**src/quadrature_speed_capture_core_defines.svh**
```systemverilog
// Assertion macros shared by the quadrature speed capture RTL.
`ifndef QUADRATURE_SPEED_CAPTURE_CORE_DEFINES_SVH
`define QUADRATURE_SPEED_CAPTURE_CORE_DEFINES_SVH

// Consequent must hold in the same cycle as the antecedent.
`define QSC_ASSERT_SAME(lbl, clk, rst_n, ante, cons, msg) \
  lbl: assert property (@(posedge clk) disable iff (!rst_n) (ante) |-> (cons)) else $error(msg);

// Consequent must hold in the cycle after the antecedent.
`define QSC_ASSERT_NEXT(lbl, clk, rst_n, ante, cons, msg) \
  lbl: assert property (@(posedge clk) disable iff (!rst_n) (ante) |=> (cons)) else $error(msg);

`endif

```
**src/qsc_pkg.sv**
```systemverilog
// Types and constants shared by the quadrature speed capture block.
package qsc_pkg;

  localparam int unsigned WINDOW_EDGES = 32;
  localparam int unsigned EDGE_CNT_W   = 6;
  localparam logic [EDGE_CNT_W-1:0] WINDOW_EDGES_C = EDGE_CNT_W'(WINDOW_EDGES);
  localparam logic [4:0]  PERIOD_MASK      = 5'b11111;
  localparam logic [31:0] WRAP_CORRECTION  = 32'd536870912;

  typedef enum logic [1:0] {
    REQ_OVERFLOW = 2'd0,
    REQ_EDGE_A   = 2'd1,
    REQ_EDGE_B   = 2'd2,
    REQ_STATUS   = 2'd3
  } req_type_e;

  typedef struct packed {
    logic [1:0]  req_type;
    logic [15:0] edge_timestamp;
    logic        level_a;
    logic        level_b;
  } req_t;

  typedef struct packed {
    logic signed [31:0]     position;
    logic signed [31:0]     pulse_difference;
    logic [31:0]            current_time_sum;
    logic [31:0]            previous_time_sum;
    logic [EDGE_CNT_W-1:0]  edges_remaining;
    logic                   data_ready;
  } res_t;

endpackage

```
**src/qsc_if.sv**
```systemverilog
// Handshake channels of the quadrature speed capture block.
interface qsc_req_if;
  logic        valid;
  logic        ready;
  logic [1:0]  req_type;
  logic [15:0] edge_timestamp;
  logic        level_a;
  logic        level_b;

  modport source (output valid, req_type, edge_timestamp, level_a, level_b, input ready);
  modport sink (input valid, req_type, edge_timestamp, level_a, level_b, output ready);
endinterface

interface qsc_res_if;
  logic              valid;
  logic              ready;
  logic signed [31:0] position;
  logic signed [31:0] pulse_difference;
  logic [31:0]       current_time_sum;
  logic [31:0]       previous_time_sum;
  logic [5:0]        edges_remaining;
  logic              data_ready;

  modport source (output valid, position, pulse_difference, current_time_sum,
                  previous_time_sum, edges_remaining, data_ready, input ready);
  modport sink (input valid, position, pulse_difference, current_time_sum,
                previous_time_sum, edges_remaining, data_ready, output ready);
endinterface

interface qsc_cfg_if;
  logic valid;
  logic ready;
  logic invert_direction;

  modport source (output valid, invert_direction, input ready);
  modport sink (input valid, invert_direction, output ready);
endinterface

```
**src/qsc_engine.sv**
```systemverilog
// Position, overflow and window timing state with its single-pass update logic.
module qsc_engine
  import qsc_pkg::*;
(
  input  logic clk_i,
  input  logic rst_ni,
  input  logic step_i,
  input  req_t req_i,
  input  logic invert_i,
  output res_t result_o
);

  logic [7:0]            ovf_q, ovf_d;
  logic [31:0]           pos_q, pos_d;
  logic [31:0]           start_q, start_d;
  logic [31:0]           diff_q, diff_d;
  logic [EDGE_CNT_W-1:0] edges_q, edges_d;
  logic                  ready_q, ready_d;
  logic [31:0]           acc_q, acc_d;
  logic [31:0]           prev_q, prev_d;
  logic [7:0]            ovf_inc;
  logic [31:0]           acc_wrapped;
  logic                  chan_b;
  logic                  step_up;
  logic                  shown_ready;

  always_comb begin
    ovf_d   = ovf_q;
    pos_d   = pos_q;
    start_d = start_q;
    diff_d  = diff_q;
    edges_d = edges_q;
    ready_d = ready_q;
    acc_d   = acc_q;
    prev_d  = prev_q;

    ovf_inc     = ovf_q + 8'd1;
    acc_wrapped = (ovf_inc == 8'd0) ? (acc_q - WRAP_CORRECTION) : acc_q;
    chan_b      = (req_i.req_type == REQ_EDGE_B);
    step_up     = ((req_i.level_a == req_i.level_b) ? chan_b : !chan_b) ^ invert_i;

    case (req_i.req_type)
      REQ_OVERFLOW: begin
        ovf_d = ovf_inc;
        // A new window opens whenever the low five bits roll over.
        if ((ovf_inc[4:0] & PERIOD_MASK) == 5'd0) begin
          diff_d  = pos_q - start_q;
          start_d = pos_q;
          edges_d = WINDOW_EDGES_C;
          prev_d  = acc_wrapped;
          acc_d   = 32'd0;
        end
        // An unfinished window is abandoned one tick before the next opens.
        if ((ovf_inc[4:0] == PERIOD_MASK) && (edges_q != '0)) begin
          edges_d = '0;
          acc_d   = 32'd0;
          ready_d = 1'b1;
        end
      end
      REQ_EDGE_A, REQ_EDGE_B: begin
        if (edges_q != '0) begin
          acc_d   = acc_q + {8'd0, ovf_q, req_i.edge_timestamp};
          edges_d = edges_q - EDGE_CNT_W'(1);
          if (edges_q == EDGE_CNT_W'(1)) begin
            ready_d = 1'b1;
          end
        end
        pos_d = step_up ? (pos_q + 32'd1) : (pos_q - 32'd1);
      end
      REQ_STATUS: begin
        ready_d = 1'b0;
      end
      default: begin
        ready_d = ready_q;
      end
    endcase

    // A status read reports the flag as it stood before the read clears it.
    shown_ready = (req_i.req_type == REQ_STATUS) ? ready_q : ready_d;

    result_o.position          = $signed(pos_d);
    result_o.pulse_difference  = $signed(diff_d);
    result_o.current_time_sum  = acc_d;
    result_o.previous_time_sum = prev_d;
    result_o.edges_remaining   = edges_d;
    result_o.data_ready        = shown_ready;
  end

  always_ff @(posedge clk_i or negedge rst_ni) begin
    if (!rst_ni) begin
      ovf_q   <= '0;
      pos_q   <= '0;
      start_q <= '0;
      diff_q  <= '0;
      edges_q <= '0;
      ready_q <= 1'b0;
      acc_q   <= '0;
      prev_q  <= '0;
    end else if (step_i) begin
      ovf_q   <= ovf_d;
      pos_q   <= pos_d;
      start_q <= start_d;
      diff_q  <= diff_d;
      edges_q <= edges_d;
      ready_q <= ready_d;
      acc_q   <= acc_d;
      prev_q  <= prev_d;
    end
  end

endmodule

```
**src/quadrature_speed_capture_core.sv**
```systemverilog
// Quadrature speed capture: top level with input register, engine and result register.
//
// Usage: words arrive on req_i (valid/ready) as timer overflow ticks, edges on
// channel A or B with a 16-bit timestamp and both pin levels, or status reads.
// Every accepted word produces exactly one result word on res_o carrying the
// position, last window difference, current and previous time sums, edges still
// to capture and the ready flag (a status read shows the flag before clearing it).
// cfg_i writes the direction inversion bit; it is always ready and should only be
// written while no word is in flight.
// A word accepted into the input register is updated through the engine into the
// result register, which drives res_o.
// Throughput is one word per cycle while the receiver does not stall.
// When the receiver stalls, the result register holds its word and the
// input register takes one more; req_i.ready then drops until res_o drains.
// Reset clears all counters, sums, flags and the inversion bit, and empties both
// registers.
`include "quadrature_speed_capture_core_defines.svh"
module quadrature_speed_capture_core
  import qsc_pkg::*;
(
  input logic      clk_i,
  input logic      rst_ni,
  qsc_req_if.sink  req_i,
  qsc_res_if.source res_o,
  qsc_cfg_if.sink  cfg_i
);

  logic s1_valid_q;
  req_t s1_req_q;
  logic out_valid_q;
  res_t out_res_q;
  logic invert_q;
  logic s2_free;
  logic fire;
  res_t engine_res;

  assign s2_free     = !out_valid_q || res_o.ready;
  assign fire        = s1_valid_q && s2_free;
  assign req_i.ready = !s1_valid_q || s2_free;
  assign cfg_i.ready = 1'b1;

  always_ff @(posedge clk_i or negedge rst_ni) begin
    if (!rst_ni) begin
      invert_q <= 1'b0;
    end else if (cfg_i.valid) begin
      invert_q <= cfg_i.invert_direction;
    end
  end

  always_ff @(posedge clk_i or negedge rst_ni) begin
    if (!rst_ni) begin
      s1_valid_q <= 1'b0;
    end else if (req_i.valid && req_i.ready) begin
      s1_valid_q <= 1'b1;
    end else if (s2_free) begin
      s1_valid_q <= 1'b0;
    end
  end

  always_ff @(posedge clk_i) begin
    if (req_i.valid && req_i.ready) begin
      s1_req_q.req_type       <= req_i.req_type;
      s1_req_q.edge_timestamp <= req_i.edge_timestamp;
      s1_req_q.level_a        <= req_i.level_a;
      s1_req_q.level_b        <= req_i.level_b;
    end
  end

  qsc_engine u_engine (
    .clk_i    (clk_i),
    .rst_ni   (rst_ni),
    .step_i   (fire),
    .req_i    (s1_req_q),
    .invert_i (invert_q),
    .result_o (engine_res)
  );

  always_ff @(posedge clk_i or negedge rst_ni) begin
    if (!rst_ni) begin
      out_valid_q <= 1'b0;
    end else if (fire) begin
      out_valid_q <= 1'b1;
    end else if (res_o.ready) begin
      out_valid_q <= 1'b0;
    end
  end

  always_ff @(posedge clk_i) begin
    if (fire) begin
      out_res_q <= engine_res;
    end
  end

  assign res_o.valid             = out_valid_q;
  assign res_o.position          = out_res_q.position;
  assign res_o.pulse_difference  = out_res_q.pulse_difference;
  assign res_o.current_time_sum  = out_res_q.current_time_sum;
  assign res_o.previous_time_sum = out_res_q.previous_time_sum;
  assign res_o.edges_remaining   = out_res_q.edges_remaining;
  assign res_o.data_ready        = out_res_q.data_ready;

  `QSC_ASSERT_NEXT(a_s1_held, clk_i, rst_ni, s1_valid_q && !s2_free, s1_valid_q, "held word lost")
  `QSC_ASSERT_SAME(a_no_overrun, clk_i, rst_ni, req_i.valid && req_i.ready && s1_valid_q, s2_free, "input register overrun")
  `QSC_ASSERT_SAME(a_edges_range, clk_i, rst_ni, out_valid_q, out_res_q.edges_remaining <= WINDOW_EDGES_C, "edge count out of range")

endmodule

```
**src/flat_wrapper.sv**
```systemverilog
// flat-port wrapper written by rule: the top's interface ports become plain ports
module quadrature_speed_capture_core_flat import qsc_pkg::*;
  (clk_i, rst_ni, req_i_valid, req_i_req_type, req_i_edge_timestamp, req_i_level_a, req_i_level_b, req_i_ready, res_o_valid, res_o_position, res_o_pulse_difference, res_o_current_time_sum, res_o_previous_time_sum, res_o_edges_remaining, res_o_data_ready, res_o_ready, cfg_i_valid, cfg_i_invert_direction, cfg_i_ready);
  qsc_req_if req_i_i ();
  qsc_res_if res_o_i ();
  qsc_cfg_if cfg_i_i ();
  input logic clk_i;
  input logic rst_ni;
  input wire logic [$bits(req_i_i.valid)-1:0] req_i_valid;
  input wire logic [$bits(req_i_i.req_type)-1:0] req_i_req_type;
  input wire logic [$bits(req_i_i.edge_timestamp)-1:0] req_i_edge_timestamp;
  input wire logic [$bits(req_i_i.level_a)-1:0] req_i_level_a;
  input wire logic [$bits(req_i_i.level_b)-1:0] req_i_level_b;
  output wire logic [$bits(req_i_i.ready)-1:0] req_i_ready;
  output wire logic [$bits(res_o_i.valid)-1:0] res_o_valid;
  output wire logic [$bits(res_o_i.position)-1:0] res_o_position;
  output wire logic [$bits(res_o_i.pulse_difference)-1:0] res_o_pulse_difference;
  output wire logic [$bits(res_o_i.current_time_sum)-1:0] res_o_current_time_sum;
  output wire logic [$bits(res_o_i.previous_time_sum)-1:0] res_o_previous_time_sum;
  output wire logic [$bits(res_o_i.edges_remaining)-1:0] res_o_edges_remaining;
  output wire logic [$bits(res_o_i.data_ready)-1:0] res_o_data_ready;
  input wire logic [$bits(res_o_i.ready)-1:0] res_o_ready;
  input wire logic [$bits(cfg_i_i.valid)-1:0] cfg_i_valid;
  input wire logic [$bits(cfg_i_i.invert_direction)-1:0] cfg_i_invert_direction;
  output wire logic [$bits(cfg_i_i.ready)-1:0] cfg_i_ready;
  assign req_i_i.valid = req_i_valid;
  assign req_i_i.req_type = req_i_req_type;
  assign req_i_i.edge_timestamp = req_i_edge_timestamp;
  assign req_i_i.level_a = req_i_level_a;
  assign req_i_i.level_b = req_i_level_b;
  assign req_i_ready = req_i_i.ready;
  assign res_o_valid = res_o_i.valid;
  assign res_o_position = res_o_i.position;
  assign res_o_pulse_difference = res_o_i.pulse_difference;
  assign res_o_current_time_sum = res_o_i.current_time_sum;
  assign res_o_previous_time_sum = res_o_i.previous_time_sum;
  assign res_o_edges_remaining = res_o_i.edges_remaining;
  assign res_o_data_ready = res_o_i.data_ready;
  assign res_o_i.ready = res_o_ready;
  assign cfg_i_i.valid = cfg_i_valid;
  assign cfg_i_i.invert_direction = cfg_i_invert_direction;
  assign cfg_i_ready = cfg_i_i.ready;
  quadrature_speed_capture_core u_core (.clk_i(clk_i), .rst_ni(rst_ni), .req_i(req_i_i), .res_o(res_o_i), .cfg_i(cfg_i_i));
endmodule
```
**config.mk**
```make
export PLATFORM = sky130hd
export DESIGN_NAME = quadrature_speed_capture_core_flat
export DESIGN_NICKNAME = d
export VERILOG_FILES = /design/src/qsc_pkg.sv /design/src/qsc_if.sv /design/src/qsc_engine.sv /design/src/quadrature_speed_capture_core.sv /design/src/flat_wrapper.sv
export VERILOG_INCLUDE_DIRS = /design/src /design/src/src
export SDC_FILE = /design/constraint.sdc
export NUM_CORES = 1
export LEC_CHECK = 0
export ABC_AREA = 1
export BUFFER_PORTS_ARGS = -buffer_cell sky130_fd_sc_hd__buf_2
export CAP_MARGIN = 20
export CORE_ASPECT_RATIO = 1.75
export CORE_UTILIZATION = 60
export CTS_CLUSTER_DIAMETER = 150
export DETAILED_ROUTE_END_ITERATION = 8
export GPL_TIMING_DRIVEN = 0
export PLACE_DENSITY = 0.8
export SKIP_CTS_REPAIR_TIMING = 1
export SLEW_MARGIN = 10
export SYNTH_ARGS = -nofsm -noshare
export SYNTH_HDL_FRONTEND = slang
export SYNTH_SLANG_ARGS = --single-unit
```
**constraint.sdc**
```tcl
create_clock -name clk_i -period 6.1 [get_ports clk_i]
set_clock_uncertainty 0.1 [all_clocks]
set_input_delay 1.22 -clock clk_i [delete_from_list [all_inputs] [get_ports clk_i]]
set_output_delay 1.22 -clock clk_i [all_outputs]
set_load 0.02 [all_outputs]
```
After elaboration in Yosys (flattened, before gate mapping)
Index checks and enable logic that the tools add are counted.
{ "word_totals": {"ff_bits": 333, "inputBits": 26} }
{ "classes": {"addsub": 7, "n_eq_ne": 6, "muxes": 25, "bitwise_logic": 1, "n_reduce_logical": 17} }
{ "ops": {"columns": ["op", "n"], "rows": [
  ["$mux 32", 10],
  ["$pmux 32 s2", 1],
  ["$add 32x1->32 const B", 1],
  ["$add 32x24->32", 1],
  ["$sub 32x1->32 const B", 1],
  ["$sub 32x30->32 const B", 1],
  ["$sub 32x32->32", 1],
  ["$mux 6", 3],
  ["$pmux 6 s2", 1],
  ["$mux 1", 9],
  ["$add 8x1->8 const B", 1],
  ["$logic_not 8->1", 1],
  ["$eq 6x1->1 const B", 1],
  ["$reduce_bool 6->1", 1],
  ["$sub 6x1->6 const B", 1],
  ["$eq 5x5->1 const B", 1],
  ["$logic_not 5->1", 1],
  ["$eq 2x2->1 const B", 2],
  ["$reduce_bool 2->1", 2],
  ["$logic_and 1x1->1", 3],
  ["$logic_not 1->1", 3],
  ["$pmux 1 s3", 1],
  ["$reduce_and 3->1", 1],
  ["$eq 2x1->1 const B", 1],
  ["6 further kinds", 7]
]} }

Logic depth before layout (Yosys ltp)
Gate-level depths: netlist of run 1.
{ "depth": {"depth_word": 6, "depth_mapped": 26, "mapped_depth_nobuf": 25} }

Cells and area by module
Synthesis of run 1 repeated with hierarchy kept, for this count alone.
{ "unflattened": {"hier_cells": 2339, "area_unflattened_um2": 18848.1} }
{ "modules_own_cells": {"columns": ["module", "n_inst", "cells_each", "area_per_inst_um2", "seq_area_each_um2"], "rows": [
  ["qsc_engine", 1, 2166, 14049.7, 4379.2],
  ["quadrature_speed_capture_core", 1, 173, 4798.4, 4729.5]
]} }

Worst setup path before layout of run 1
OpenSTA, ideal clock, no wires.
{ "synth_path": {"path_kind": "in2reg", "start": "in res_o_ready", "end": "reg u_core.out_res_q (netlist bit u_core.res_o.current_time_sum[0]), enable pin", "setup_time_ns": 0.551, "t_arrival_ns": 5.733, "slack_ns": -0.284, "stages": 6, "n_path_buf": 2, "path_cell_list": "inv_1 nand2_1 nand2_1 clkinv_1 clkbuf_1 buf_1"} }
{ "synth_between": {"elab_chain_len": 2} }
{ "synth_lines": {"columns": ["element", "line_no", "source"], "rows": [
  ["start: declaration", "flat_wrapper.sv:22", "input wire logic [$bits(res_o_i.ready)-1:0] res_o_ready;"],
  ["$logic_or 1x1->1", "quadrature_speed_capture_core.sv:37", "assign s2_free = !out_valid_q || res_o.ready;"],
  ["$logic_and 1x1->1", "quadrature_speed_capture_core.sv:38", "assign fire = s1_valid_q && s2_free;"],
  ["via u_core.fire", "quadrature_speed_capture_core.sv:34", "logic fire;"],
  ["end signal: assignment", "quadrature_speed_capture_core.sv:90", "out_res_q <= engine_res;"],
  ["end: declaration", "quadrature_speed_capture_core.sv:31", "res_t out_res_q;"]
]} }
The timed path passes the listed nets, and every way through them passes these cells.
A chain may end at the register's enable or synchronous reset.

==> impl_metrics.yaml, run 1 <==
status:
  run_status: "complete, no violations"
setup_path:
  ff2ff_setup_slack_ns: 2.28
  crit_path_max_fanout: 10
  crit_chain: "ha_1 > xnor2_1 > nand2_2 > nand2_4 > buf_6 > xor2_1 > nor2_1 > nand2_1 > nor2_1 > nand3b_1 > nand3_1 > nand3_1 > and2_1"
  setup.worst_path.start_class: "flop"
  cp.required_ns: 6.33
  r2r.worst_path.cells: 13
  critical-path-slowest-cell: "edfxtp_1"
  crit-reg2reg-launch: "u_core.s1_req_q[19]$_DFFE_PP_"
  cp-end-kind: "flop"
  slowest_delay_ns: 0.45
  critPathArrivalTime_ns: 4.05
  critical_path_class: "reg -> reg"
  r2r-end: "u_core.res_o.position[25]$_DFFE_PP_"
hold_path:
  hold_path.startpoint: "u_core.u_engine.diff_q[21]$_DFFE_PN0P_"
  worst_min_delay_path_category: "reg -> reg"
  hold-path-cell-count: 2
  worstHoldEndpoint: "u_core.u_engine.diff_q[21]$_DFFE_PN0P_"
cts:
  htreeDepth: 1
  clockRootBuffer: "clkbuf_16"
  cts_sinks: 333
  clock_pin_slew_on_the_worst_setup_and_hold_paths_ns: 0.08
  tritoncts: "yes"
  cts_made_buffers: 29
  ctsLongestPathBuffers: 3
  insertion_delay_ns: 0.59
sta:
  maxSlewHeadroom: 0.3118
  setup-violations-final: 0
  fin_crit_ns: 3.816
  timing.final.crit_share: 0.6255
  final_hold_viol_count: 0
  slew_violations: 0
  worst_slew_pin_slew_ns: 1.025
  grt_setup_unrepaired: "false"
  setup_ws_ns: 2.284
  fmaxAchievable_mhz: 262.1
  setup_tns_final_ns: 0
yosys:
  synth_area_leader_cell: "edfxtp_1"
  synthSimpleGateAreaFrac: 0.2095
  synth.net_count: 2379
  yosys.cell_count.top_type: "nand2_1"
  muxShareOfSynthArea: 0
  synth_adder_area_share: 0.04686
  synth_largest_type_area_fraction: 0.2483
  postSynthAreaPerCell_um2: 8.207
  synth_compound_gate_area_share: 0.1463
  syn_area_mm2: 0.01874
  synth_cells: 2284
  xor_xnor_share_of_the_synthesized_area: 0.03665
  main_combinational_cell_family_by_area_after_synthesis: "simple AND/OR/NAND/NOR gates"
  number_of_synthesized_flops_with_an_enable_pin: 155
  ys_seq_elements: 333
  yosys_most_used_dff: "dfrtp_1"
  synth_warnings: 0
  postSynth.asyncResetShare: 0.5345
  ys_seq_area_frac: 0.4859
  netlist_top_cells_area: "edfxtp_1 (25%), dfrtp_1 (24%), nand2_1 (13%), o21ai_0 (8.0%), inv_1 (5.0%)"
  synth_common_cells: "nand2_1 (645), o21ai_0 (300), inv_1 (252), dfrtp_1 (178), edfxtp_1 (155)"
  post_synth_num_cell_types: 51
power:
  power.share.combinational: 0.506
  internal_power_mw: 6.034
  share_seq_of_total_power: 0.319
  power.share.switching: 0.4740
  p_leak_nw: 9.748
  peakVddDrop_mv: 0.3459
  pwr-share-clk: 0.175
  total_switching_power_mw: 5.437
  pwr_density_cell_mw_per_mm2: 542.7
cells_and_area:
  fraction_of_layout_instances_using_a_drive_strength_above_1: 0.1123
  antenna-diode-count: 0
  nNetsFinal: 2574
  area_growth_syn_to_layout_pct: 12.78
grt:
  grt_antenna_before_repair: 0
  vias_in_the_first_global_route: 17710
  first_pass_grt_wire_length_mm: 95.12
  pin_count_of_the_biggest_net_entering_global_routing: 106
  gr-total-overflow: 0
  gr-usage-all-layers: 0.4016
drt:
  dr_total_vias: 17080
  final_wirelength_mm: 62.59
  first_pass_iters: 6
  antenna_left: 0
  detail_route.iter0.violations: 1298
  drcViolationCount: 0
  via_per_inst: 5.903
  wl_per_cell_um: 21.63
floorplan:
  die_boundary_height_um: 235.8
  design.die.area_mm2: 0.03198
  die_w_um: 135.6
  design.core.area_mm2: 0.03074
  io-pin-count: 164
  floorplan.initialDensity: 0.6099
  fp-row-count: 85
placed_design:
  placement.io_buffers: 162
  preCtsSetupSlack_ns: 1.971
  gpl.final_weighted_congestion: 1.046
  dp_hpwl_mm: 47.38
flow_run:
  max-cap-violations: 0
[flip-flops by register name, summed over array words and instances (netlist names)]
signal	cells
u_core.u_engine.start_q	32
u_core.s1_req_q	20
u_core.u_engine.acc_q	32
u_core.res_o.edges_remaining	6
u_core.u_engine.ready_q	1
u_core.u_engine.ovf_q	8
u_core.res_o.data_ready	1
u_core.res_o.position	32
u_core.res_o.valid	1
u_core.u_engine.edges_q	6
u_core.u_engine.prev_q	32
u_core.invert_q	1
u_core.res_o.pulse_difference	32
u_core.res_o.previous_time_sum	32
u_core.u_engine.pos_q	32
u_core.s1_valid_q	1
u_core.res_o.current_time_sum	32
u_core.u_engine.diff_q	32
[cell usage in the layout, fill, tap and decap left out, types with 14 or more instances in the layout]
cell and n:
clkbuf_16 30, dfrtp_1 178, clkbuf_1 62, xor2_1 55, nor2_1 128, edfxtp_1 155
o211ai_1 14, and2_1 22, inv_1 252, buf_2 183, o41ai_1 27, a21oi_1 108
nand2_1 645, ha_1 67, o21ai_0 299, nand3_1 112
[per-stage QoR]
stage	total power, mW	util	area [um^2]	std cells	hold WS (ns)
floorplan	7.406	-	18750	2284	0.3479
detailed placement	9.266	0.6545	20120	2839	0.3718
finish	11.47	0.6878	21140	2893	0.3899
global route	12.13	0.6878	21140	2893	0.4121
CTS	11.31	0.6878	21140	2893	0.3894
global placement	9.124	0.6524	20050	2837	0.3630
[power groups by stage]
stage	logic [mW]	registers [mW]	clock network [mW]
finish	5.80	3.66	2.01
global route	6.31	3.72	2.10
CTS	5.65	3.64	2.01
detailed placement	5.59	3.67	0
global placement	5.45	3.67	0
floorplan	3.50	3.91	0
[worst max-delay path, delay by kind of cell (launching register included)]
kind | cells | cell delay [ns]
adders and majority gates | 1 | 0.26
xor gates and xnor gates | 2 | 0.43
DFF | 1 | 0.45
and+or+nand+nor | 9 | 2.08
buffers and inverters | 1 | 0.23
[area by class of cell]
| class | instances | area, um^2 |
|---|---|---|
| Sequential cell | 333 | 9109 |
| Tap cell | 391 | 489.2 |
| Multi-Input combinational cell | 1600 | 8239 |
| Clock inverter | 21 | 250.2 |
| Timing Repair Buffer | 164 | 875.8 |
| Clock buffer | 33 | 772.0 |
| Fill cell | 2433 | 9597 |
| Buffer | 96 | 446.7 |
| Inverter | 255 | 957.2 |
[cell families (layout without fill, tap and decap cells)]
kind of cell | Yosys count | count (layout)
simple gates | 957 | 957
buf+inv | 351 | 569
compound gates | 501 | 501
other cells | 1 | 1
fa+ha+maj | 69 | 69
flops | 333 | 333
xor+xnor | 72 | 72
[layer usage]
layer  vias to the layer above  GRT usage  wire length [um]
li1                       7944          -                 -
met4                         0     0.3980              6875
met2                       858     0.7185             32710
met5                         -          0                 0
met3                       299    0.05523              3631
met1                      7977     0.3766             19370
[worst max-delay path by stage]
| stage | startpoint | to | slack, ns | cells after the start |
|---|---|---|---|---|
| 2_1_floorplan | res_o_ready | u_core.res_o.current_time_sum[0]$_DFFE_PP_ | 0.03 | 6 |
| 3_3_place_gp | res_o_ready | u_core.res_o.position[6]$_DFFE_PP_ | -2.14 | 7 |
| 3_5_place_dp | res_o_ready | u_core.res_o.position[3]$_DFFE_PP_ | 1.97 | 8 |
| 4_1_cts | u_core.u_engine.ovf_q[0]$_DFFE_PN0P_ | u_core.u_engine.diff_q[24]$_DFFE_PN0P_ | 2.37 | 12 |
| 5_1_grt | u_core.u_engine.ovf_q[0]$_DFFE_PN0P_ | u_core.u_engine.start_q[0]$_DFFE_PN0P_ | 2.10 | 13 |
| 6_report | u_core.s1_req_q[19]$_DFFE_PP_ | u_core.res_o.position[25]$_DFFE_PP_ | 2.28 | 13 |
Power figures use the tool's default switching activity.
==> run 2, diff against run 1 <==
--- a/config.mk
+++ b/config.mk
@@ -10,11 +10,11 @@
 export BUFFER_PORTS_ARGS = -buffer_cell sky130_fd_sc_hd__buf_2
 export CAP_MARGIN = 20
 export CORE_ASPECT_RATIO = 1.75
-export CORE_UTILIZATION = 60
+export CORE_UTILIZATION = 55
 export CTS_CLUSTER_DIAMETER = 150
 export DETAILED_ROUTE_END_ITERATION = 8
 export GPL_TIMING_DRIVEN = 0
-export PLACE_DENSITY = 0.8
+export PLACE_DENSITY = 0.77
 export SKIP_CTS_REPAIR_TIMING = 1
 export SLEW_MARGIN = 10
 export SYNTH_ARGS = -nofsm -noshare
==> constraint.sdc (replaced) <==
create_clock -name clk_i -period 3.3 [get_ports clk_i]
set_clock_uncertainty 0.1 [all_clocks]
set_input_delay 0.66 -clock clk_i [delete_from_list [all_inputs] [get_ports clk_i]]
set_output_delay 0.66 -clock clk_i [all_outputs]
set_load 0.02 [all_outputs]
==> run 2 against run 1 <==
Compared with the run above: clock power increased by 87%; count of clock-buffer cells in the layout up 8; combinational power rose by 88%; die area up 9.0%; largest cell class unchanged; largest power group unchanged.
==> impl_metrics.yaml, run 2 (synthesis results as in run 1) <==
drt:
  dr_total_vias: 16640
  wl_per_cell_um: 20.70
  antenna_left: 0
  drt-met1-wl_mm: 19.50
  met2_wirelength_mm: 33.42
  route.top_layer_used: "met4"
  first_pass_iters: 7
  detail_route.iter0.violations: 915
  final_wirelength_mm: 61.59
  drcViolationCount: 0
  route.met3.wl_mm: 2.859
  via_per_inst: 5.590
sta:
  fin_crit_ns: 3.271
  final_hold_viol_count: 0
  timing.hold.ws_ns: 0.1571
  maxSlewHeadroom: 0.3357
  slew_violations: 0
  grt_setup_unrepaired: "true"
  worst_slew_pin_slew_ns: 0.9965
  setup-violations-final: 0
  setup_tns_final_ns: 0
  timing.final.crit_share: 0.9911
  fmaxAchievable_mhz: 305.7
power:
  p_leak_nw: 9.920
  pwr_density_cell_mw_per_mm2: 989.0
  post-layout-total-power_mw: 21.39
  peakVddDrop_mv: 0.5416
setup_path:
  cp.required_ns: 3.53
  crit_path_max_fanout: 10
  setup.worst_path.start_class: "flop"
  slowest_delay_ns: 0.41
  critical-path-slowest-cell: "edfxtp_1"
  cp-end-kind: "flop"
  crit_chain: "inv_2 > ha_4 > xnor2_2 > nand2_2 > nand2_4 > inv_2 > buf_6 > nand2_1 > nand2_2 > nor2_4 > nand2_1 > nor2_4 > nand3b_1 > nand3_1 > nand3_1 > and2_1"
  critical_path_class: "reg -> reg"
  critPathArrivalTime_ns: 3.50
floorplan:
  io-pin-count: 164
  die_w_um: 141.6
  fp-row-count: 89
  design.core.area_mm2: 0.03363
  design.die.area_mm2: 0.03485
  floorplan.initialDensity: 0.5574
  die_boundary_height_um: 246.2
grt:
  grt_antenna_before_repair: 0
  first_pass_grt_wire_length_mm: 91.93
  gr-usage-all-layers: 0.3568
  gr-total-overflow: 0
  vias_in_the_first_global_route: 16550
  pin_count_of_the_biggest_net_entering_global_routing: 112
cts:
  tritoncts: "yes"
  htreeDepth: 1
  clock_pin_slew_on_the_worst_setup_and_hold_paths_ns: 0.07
  insertion_delay_ns: 0.59
  cts_made_buffers: 31
  clockRootBuffer: "clkbuf_16"
  ctsLongestPathBuffers: 3
  cts_sinks: 333
cells_and_area:
  antenna-diode-count: 0
  layout.cells.most_common_list: "nand2_1 (631), o21ai_0 (289), inv_1 (248)"
  most_common_library_cell_in_the_layout_ignoring_fill_and_taps: "nand2_1"
  layout.filler_cells: 2827
  fin_cells: 2976
  finalCoreUtilization: 0.6430
  nNetsFinal: 2592
  area_growth_syn_to_layout_pct: 15.36
  fraction_of_layout_instances_using_a_drive_strength_above_1: 0.1376
placed_design:
  dp_hpwl_mm: 47.67
  gpl.final_weighted_congestion: 1.022
  placement.io_buffers: 162
  numPlacedInstances: 2903
flow_run:
  max-cap-violations: 0
hold_path:
  worst_min_delay_path_category: "in -> reg"
status:
  run_status: "complete, no violations"
## run 2: through the flow
| step | cell area, um^2 | worst slack [ns] |
|---|---|---|
| 3_5_place_dp | 20200 | -0.3328 |
| 3_3_place_gp | 20130 | -1.512 |
| 5_1_grt | 21620 | -0.06347 |
| 4_1_cts | 21250 | -0.3617 |
| 6_report | 21620 | 0.02932 |
| 2_1_floorplan | 18750 | 0.4573 |
## run 2: final timing paths
path	from	endpoint	slack [ns]	cells after the start
max in group asynchronous	rst_ni	u_core.u_engine.start_q[3]$_DFFE_PN0P_	1.59	3
min reg2reg	u_core.u_engine.prev_q[26]$_DFFE_PN0P_	u_core.u_engine.prev_q[26]$_DFFE_PN0P_	0.39	2
min	req_i_edge_timestamp[15]	u_core.s1_req_q[17]$_DFFE_PP_	0.16	1
min in group asynchronous	rst_ni	u_core.u_engine.prev_q[22]$_DFFE_PN0P_	0.51	2
max	u_core.s1_req_q[18]$_DFFE_PP_	u_core.res_o.position[25]$_DFFE_PP_	0.03	16
max reg2reg	u_core.s1_req_q[18]$_DFFE_PP_	u_core.res_o.position[25]$_DFFE_PP_	0.03	16
## run 2: where the power goes
part / switching (mW) / internal (mW)
registers: 0.760 / 5.98
clock network: 1.63 / 2.12
logic: 7.60 / 3.29
total: 9.99 / 11.4
## run 2: per-layer routing
layer,GRT usage,up-vias
met5,0,-
met4,0.2824,0
met3,0.03673,230
met2,0.6949,595
met1,0.3302,7822
li1,-,7988
## run 2: critical path: cells and delay by family, from the launching register on
kind | cells | cell delay [ns]
AND/OR/NAND/NOR | 11 | 1.74
buffers and inverters | 3 | 0.45
flip-flops | 1 | 0.41
adder cells (fa/ha/maj) | 1 | 0.17
XOR/XNOR | 1 | 0.12
## run 2: area by class of cell
cell class | instances | area, um^2 | area share
sequential | 333 | 9109 | 0.4212
tap | 455 | 569.3 | 0.02633
clock inverter | 16 | 206.4 | 0.009548
buffer | 96 | 467.9 | 0.02164
multi-input combinational | 1600 | 8454 | 0.3910
clock buffer | 41 | 843.3 | 0.03900
inverter | 255 | 957.2 | 0.04427
timing repair buffer | 180 | 1016 | 0.04699
